[config.mk]
export PLATFORM = sky130hd
export DESIGN_NAME = pid_aw_div100
export DESIGN_NICKNAME = d
export VERILOG_FILES = /design/src/rtl/pid_aw_pkg.sv /design/src/rtl/pid_aw_div100.sv
export SDC_FILE = /design/constraint.sdc
export NUM_CORES = 2
export LEC_CHECK = 0
export BUFFER_PORTS_ARGS = -buffer_cell sky130_fd_sc_hd__buf_2
export CORE_UTILIZATION = 45
export DETAILED_ROUTE_END_ITERATION = 8
export HOLD_SLACK_MARGIN = 0.02
export REMOVE_ABC_BUFFERS = 1
export SLEW_MARGIN = 10
export SYNTH_ARGS = -nofsm -noshare
export SYNTH_HDL_FRONTEND = slang
export SYNTH_SLANG_ARGS = --single-unit
[constraint.sdc]
create_clock -name clk -period 13 [get_ports clk]
set_input_delay 1.3 -clock clk [delete_from_list [all_inputs] [get_ports clk]]
set_output_delay 1.3 -clock clk [all_outputs]
set_load 0.05 [all_outputs]
[src/rtl/pid_aw_pkg.sv]
// ----------------------------------------------------------------------------
// PID controller package
// Shared widths, register indexes, operation codes and division constants.
// ----------------------------------------------------------------------------
package pid_aw_pkg;

  localparam int GAIN_W  = 16;
  localparam int DATA_W  = 32;
  localparam int ERR_W   = 33;
  localparam int DERR_W  = 34;
  localparam int PROD_W  = 50;
  localparam int MAG_W   = 49;
  localparam int TERM_W  = 44;
  localparam int ACC_W   = 45;
  localparam int SUM_W   = 46;
  localparam int IDX_W   = 3;

  // Operation codes.
  localparam logic OP_UPDATE = 1'b0;
  localparam logic OP_CLEAR  = 1'b1;

  // Configuration register indexes.
  localparam logic [IDX_W-1:0] REG_PROP_GAIN  = 3'd0;
  localparam logic [IDX_W-1:0] REG_INTEG_GAIN = 3'd1;
  localparam logic [IDX_W-1:0] REG_DERIV_GAIN = 3'd2;
  localparam logic [IDX_W-1:0] REG_OUT_MIN    = 3'd3;
  localparam logic [IDX_W-1:0] REG_OUT_MAX    = 3'd4;

  localparam logic signed [DATA_W-1:0] OUT_MIN_RST = 32'sh8000_0000;
  localparam logic signed [DATA_W-1:0] OUT_MAX_RST = 32'sh7FFF_FFFF;

  // Division by 100: floor(2^32 / 100), then one compare and subtract.
  localparam int          DIV_LAT     = 7;
  localparam int          SPLIT_W     = 24;
  localparam int          HI_W        = 25;
  localparam int          QH_W        = 19;
  localparam int          LO_N_W      = 31;
  localparam int          RECIP_W     = 26;
  localparam logic [25:0] RECIP       = 26'd42949672;
  localparam logic [7:0]  DIVISOR     = 8'd100;

endpackage

[src/rtl/pid_aw_div100.sv]
// ----------------------------------------------------------------------------
// Pipelined signed division by 100
// Truncates toward zero. The magnitude is split into a high and a low part,
// each divided by a reciprocal multiply with a single correction step.
// ----------------------------------------------------------------------------
module pid_aw_div100 (
  input  logic                                   clk,
  input  logic                                   en,
  input  logic signed [pid_aw_pkg::PROD_W-1:0]   x,
  output logic signed [pid_aw_pkg::TERM_W-1:0]   q
);

  logic                                  sgn1, sgn2, sgn3, sgn4, sgn5, sgn6;
  logic [pid_aw_pkg::MAG_W-1:0]          mag1;
  logic [pid_aw_pkg::HI_W-1:0]           nh2;
  logic [pid_aw_pkg::SPLIT_W-1:0]        nl2, nl3;
  logic [pid_aw_pkg::HI_W+pid_aw_pkg::RECIP_W-1:0] ph2;
  logic [pid_aw_pkg::QH_W-1:0]           qh0, qh3, qh4, qh5, qh6;
  logic [pid_aw_pkg::HI_W-1:0]           rh_full;
  logic [7:0]                            rh3, rlo;
  logic [pid_aw_pkg::LO_N_W-1:0]         n24, n25;
  logic [pid_aw_pkg::LO_N_W+pid_aw_pkg::RECIP_W-1:0] p5;
  logic [pid_aw_pkg::SPLIT_W-1:0]        q20, q6, q2;
  logic [pid_aw_pkg::LO_N_W-1:0]         r_full;
  logic [7:0]                            r6;
  logic [pid_aw_pkg::QH_W+pid_aw_pkg::SPLIT_W-1:0] mag_q;

  assign qh0     = ph2[pid_aw_pkg::HI_W+pid_aw_pkg::RECIP_W-1:32];
  assign rh_full = nh2 - pid_aw_pkg::HI_W'(qh0) * pid_aw_pkg::HI_W'(pid_aw_pkg::DIVISOR);
  assign rlo     = (rh3 >= pid_aw_pkg::DIVISOR) ? rh3 - pid_aw_pkg::DIVISOR : rh3;
  assign q20     = p5[55:32];
  assign r_full  = n25 - pid_aw_pkg::LO_N_W'(q20) * pid_aw_pkg::LO_N_W'(pid_aw_pkg::DIVISOR);
  assign q2      = (r6 >= pid_aw_pkg::DIVISOR) ? q6 + 1'b1 : q6;
  assign mag_q   = {qh6, q2};

  always_ff @(posedge clk) begin
    if (en) begin
      sgn1 <= x[pid_aw_pkg::PROD_W-1];
      mag1 <= x[pid_aw_pkg::PROD_W-1] ? pid_aw_pkg::MAG_W'(-x) : pid_aw_pkg::MAG_W'(x);

      sgn2 <= sgn1;
      nh2  <= mag1[pid_aw_pkg::MAG_W-1:pid_aw_pkg::SPLIT_W];
      nl2  <= mag1[pid_aw_pkg::SPLIT_W-1:0];
      ph2  <= (pid_aw_pkg::HI_W+pid_aw_pkg::RECIP_W)'(mag1[pid_aw_pkg::MAG_W-1:pid_aw_pkg::SPLIT_W])
              * (pid_aw_pkg::HI_W+pid_aw_pkg::RECIP_W)'(pid_aw_pkg::RECIP);

      sgn3 <= sgn2;
      nl3  <= nl2;
      qh3  <= qh0;
      rh3  <= rh_full[7:0];

      sgn4 <= sgn3;
      qh4  <= (rh3 >= pid_aw_pkg::DIVISOR) ? qh3 + 1'b1 : qh3;
      n24  <= {rlo[6:0], nl3};

      sgn5 <= sgn4;
      qh5  <= qh4;
      n25  <= n24;
      p5   <= (pid_aw_pkg::LO_N_W+pid_aw_pkg::RECIP_W)'(n24)
              * (pid_aw_pkg::LO_N_W+pid_aw_pkg::RECIP_W)'(pid_aw_pkg::RECIP);

      sgn6 <= sgn5;
      qh6  <= qh5;
      q6   <= q20;
      r6   <= r_full[7:0];

      q    <= sgn6 ? -$signed(pid_aw_pkg::TERM_W'(mag_q))
                   :  $signed(pid_aw_pkg::TERM_W'(mag_q));
    end
  end

endmodule

# == Word level (Yosys, flattened, before mapping) ==
# Cells that the tools add are included.
# totals
register_bits,411
latchBits,0
mem_bits_rw,0
mem_bits_ro,0
in_bits,52
out_inout_bits,44
wordCells,41
memories,0
# classes
addsub,7
mul,4
div_mod_pow,0
order_cmp,2
eq_ne,0
shift,0
mux,5
bitwise,0
n_reduce_logical,0
# ops
cell,n
$mul 31x23->53 const B,1
$mux 49,1
$neg 49->49,1
$mul 25x23->48 const B,1
$neg 43->44,1
$mux 43,1
$add 24x1->24 const B,1
$mul 24x5->6 const B,1
$mux 24,1
$add 19x1->19 const B,1
$mul 19x5->6 const B,1
$mux 19,1
$ge 8x7->1 const B,2
$sub 8x8->8,2
$mux 7,1
$sub 7x7->7 const B,1

# == Depth between registers and ports, before layout ==
# logic_depth
depth_word,4
mapped_depth,23
ltp_nobuf,23

# == Worst setup path after synthesis ==
# No wires, ideal clock.
# synth_timing
kind,register to register
from,register n24[8] in the netlist's numbering
to,register p5[49] in the netlist's numbering (data pin)
arrival_time_ps,6514
t_required_ps,12738
path_slack_ps,6224
stages_incl_launch_ff,23
synth_period_minus_slack_ps,6776
cell_sequence,edfxtp_1 ha_1 inv_1 fa_1 inv_1 fa_1 inv_1 fa_1 inv_1 fa_1 fa_1 inv_1 fa_1 inv_1 ha_1 and3_1 a211oi_1 or3b_2 a31o_2 a2111o_1 a31oi_1 o21bai_1 xor2_1
# synth_via
elab_chain_cells,1
# synth_lines
element,line_no,source
from (decl),pid_aw_div100.sv:21,"logic [pid_aw_pkg::LO_N_W-1:0] n24, n25;"
from (signal assigned),pid_aw_div100.sv:54,"n24 <= {rlo[6:0], nl3};"
$mul 31x23->53,pid_aw_div100.sv:60,* (pid_aw_pkg::LO_N_W+pid_aw_pkg::RECIP_W)'(pid_aw_pkg::RECIP);
to (signal assigned),pid_aw_div100.sv:59,p5 <= (pid_aw_pkg::LO_N_W+pid_aw_pkg::RECIP_W)'(n24)
to (decl),pid_aw_div100.sv:22,logic [pid_aw_pkg::LO_N_W+pid_aw_pkg::RECIP_W-1:0] p5;
# Every way passes these cells.
# A chain may end at the register's enable or synchronous reset.

# == Worst setup path after layout ==
# layout_timing
from,register mag1[32] in the netlist's numbering
to,register ph2[42] in the netlist's numbering (data pin)
# layout_via
elab_chain_cells,1
# layout_lines
element,line_no,source
from (decl),pid_aw_div100.sv:14,logic [pid_aw_pkg::MAG_W-1:0] mag1;
from (signal assigned),pid_aw_div100.sv:39,mag1 <= x[pid_aw_pkg::PROD_W-1] ? pid_aw_pkg::MAG_W'(-x) : pid_aw_pkg::MAG_W'(x);
$mul 25x23->48,pid_aw_div100.sv:45,* (pid_aw_pkg::HI_W+pid_aw_pkg::RECIP_W)'(pid_aw_pkg::RECIP);
to (signal assigned),pid_aw_div100.sv:44,ph2 <= (pid_aw_pkg::HI_W+pid_aw_pkg::RECIP_W)'(mag1[pid_aw_pkg::MAG_W-1:pid_aw_pkg::SPLIT_W])
to (decl),pid_aw_div100.sv:17,logic [pid_aw_pkg::HI_W+pid_aw_pkg::RECIP_W-1:0] ph2;
# Every way passes these cells.

==> metrics.md <==
| Metric | Value |
|---|---|
| Status | completed |
| FF-to-FF Start | mag1[32]$_DFFE_PP_ |
| Asr flop ratio synth | 0% |
| Largest net degree at the start of global routing | 175 |
| Initial antenna violation count | 0 |
| Critical path cell sequence | ha_1, inv_1, fa_1, inv_1, fa_1, inv_1, fa_1, inv_1, fa_1, fa_1, inv_1, fa_1, inv_1, ha_1, and2_1, nand4_1, a2111oi_0, o21bai_1, a21boi_0, o21ai_0, and2_1, a311o_1 |
| H-tree levels | 2 |
| Full die area | 81,200 sq um |
| #FFs+latches synth | 349 |
| Setup TNS | 0 ns |
| CTS tree | done |
| Post-CTS setup buffer count | 0 |
| Fillers | 7,088 |
| Synth Instances | 3,074 |
| Ant. Diodes | 0 |
| ANT nets after route | 0 |
| Clock latency on the worst-skew pair | 0.61 ns |
| Worst Setup SP | mag1[32]$_DFFE_PP_ |
| Cell Area, Synth | 36,000 sq um |
| R2r endpoint | ph2[42]$_DFFE_PP_ |
| Global-route wire length before repair | 122 mm |
| Post-cts sizing count | 0 |
| Routed len/inst | 17.7 microns |
| Slew Limit Fails | 0 |
| DP HPWL | 62.0 mm |
| Final Hold Fails | 0 |
| Area of the multi-input gates | 22,300 sq um |
| GPL Wtd Cong | 0.883 |
| Start point of the worst hold path | sgn1$_DFFE_PP_ |
| Crit path max-delay family | adder cells |
| Crit path largest cell delay | 0.91 ns |
| Hold buffer count at CTS | 0 |
| Crit Path Class | reg2reg |
| DP Area | 37,800 sq um |
| Post-Route Skew | 0.0376 ns |
| Layout area overhead | 8.48% |
| Hold endpoint | sgn2$_DFFE_PP_ |
| YS warnings | 0 |
| Fin area | 39,100 sq um |
| CTS Buf Count | 41 |
| Number of flops mapped to enable cells by yosys | 349 |
| IO buf count | 95 |
| Root buf cell | clkbuf_16 |
| Worst-path clk slew | 0.07 ns |
| Max-cap violations | 0 |
| R2R cell count | 22 |
| WHS Path Cells | 0 |
| Iteration-0 DRC Markers | 874 |
| Critical Path Fanout Max | 10 |
| Period Utilization, post-route | 58.3% |
| CTS Buffer Depth | 3 |
| Routed vias | 21.2k |
| RSZ-0062 raised after global routing | no |
| Initial Utilization | 45.6% |
| Gr usage total | 19.2% |
| Reg2Reg Setup Slack | 5.42 ns |
| Vias in the first global route | 23.1k |
| Startpoint type of the worst setup path | register |
| Critical path buffers and inverters | 6 |
| Residual DRC count | 0 |
| Die width | 285 microns |
| Final Setup Violations | 0 |
| Top_reg_cell synth | edfxtp_1 |
| Sequential area share after synthesis | 29.1% |
| Minimum clock period after layout | 7.58 ns |
| Die Ht | 285 microns |
| Post-route insts no fill | 4,272 |
| Routed wire length | 75.5 mm |
| Critical path endpoint category | register |
| Core area | 79,100 sq um |
| First-pass detailed-route iteration total | 5 |
| Vias per inst | 4.97 |
| Register area | 10,500 sq um |
| Critical Path AT | 7.94 ns |
| Clock sink total | 349 |
| Req. time, crit path | 13.36 ns |
| Yosys cell types | 72 |
| Worst hold slack | 0.392 ns |
| HP Class | reg2reg |
| Relative slew slack | 21.4% |
| Number of I/O pins | 96 |
| GR Overflow Total | 0 |
| Net count of the finished layout | 4,323 |
| Fmax | 0.132 GHz |
| Post-Place Cells | 4,198 |
| Slowest cell on crit path | a2111oi_0 |
| Layout cells sized above 1 | 5.74% |
| # rows | 103 |
| Avg Cell Area, Syn | 11.7 sq um |
| Tightest Pin Transition | 1.15 ns |
==> stage by stage <==
step | utilization [%] | setup slack, ns
CTS | 49.4 | 5.40
global route | 49.4 | 5.08
floorplan | - | 6.22
finish | 49.4 | 5.42
detailed placement | 47.8 | 5.37
global placement | 47.8 | 5.44
==> placed cells by master, fill, tap and decap left out, drive strengths merged, types with 17 or more instances in the layout <==
master / Yosys / routed
a21oi: 65 / 65
and3: 17 / 17
fa: 471 / 471
a21o: 30 / 30
nand2: 73 / 73
clkinv: 0 / 18
ha: 609 / 609
clkbuf: 23 / 46
nand4: 17 / 17
nor3: 28 / 28
edfxtp: 349 / 349
nand3: 32 / 32
nor2: 44 / 44
o21ai: 55 / 55
xor2: 44 / 44
xnor2: 164 / 164
o31ai: 25 / 25
inv: 846 / 851
buf: 3 / 100
==> routing by layer <==
metal	part of all wire, %	track usage (%)	vias to the layer above
li1	-	-	10200
met1	45	25.4	10600
met2	50	33.8	288
met3	2.9	2.08	98
met4	2.2	4.71	0
met5	0	0	-
==> flip-flops by register name, indices dropped and copies added (netlist names), 8 cells and up <==
register and flops:
q6 24, qh4 19, nl3 24, ph2 19, rh3 8, nh2 8
q 44, qh3 19, qh6 19, mag1 49, qh5 19, n24 31
nl2 24, p5 24
==> worst max path at each step <==
stage | endpoint | slack, ns | cells past startpoint
after global placement | ph2[42]$_DFFE_PP_ | 5.44 | 22
after detailed placement | ph2[42]$_DFFE_PP_ | 5.37 | 22
after floorplan | p5[49]$_DFFE_PP_ | 6.22 | 22
after CTS | ph2[42]$_DFFE_PP_ | 5.40 | 22
final | ph2[42]$_DFFE_PP_ | 5.42 | 22
after global routing | ph2[42]$_DFFE_PP_ | 5.08 | 22
==> area by class of cell <==
cell class	count	area share (%)
Clock buffer	46	2.67
Clock inverter	28	0.675
Sequential cell	349	26.8
Tap cell	1050	3.36
Timing Repair Buffer	100	1.37
Multi-Input combinational cell	1853	57.0
Inverter	846	8.12
==> cells in the mapped netlist, types with 4 or more instances <==
library cell	n	area, sq um
a211oi_1	5	37.5
a21o_1	30	225
a21oi_1	65	325
a221oi_1	4	35.0
a31oi_1	7	43.8
and2_1	5	31.3
and3_1	17	106
and4_1	7	61.3
clkbuf_1	23	86.3
edfxtp_1	349	10500
fa_1	471	9430
ha_1	609	7620
inv_1	846	3180
mux2i_1	7	70.1
nand2_1	72	270
nand2b_1	10	62.6
nand3_1	32	160
nand4_1	17	106
nor2_1	44	165
nor2b_1	8	50.1
nor3_1	27	135
nor4_1	8	50.1
o211ai_1	7	52.6
o21a_1	6	45.0
o21ai_0	54	270
o21bai_1	11	82.6
o31ai_1	25	188
o41ai_1	14	123
or2_2	7	43.8
or3_1	13	81.3
or4_1	7	52.6
xnor2_1	164	1440
xor2_1	44	385
==> cell families after synthesis <==
kind of cell | count (synthesis) | share of synthesized area (%)
adders and majority gates | 1080 | 47.3
buffers and inverters | 872 | 9.09
DFF | 349 | 29.1
and+or+nand+nor | 294 | 4.38
AOI/OAI and AO/OA | 263 | 4.89
xor gates and xnor gates | 208 | 5.05
muxes | 8 | 0.226
Power is not shown: default switching activity piles up to over one toggle a cycle in this logic, so the estimate is an artifact.
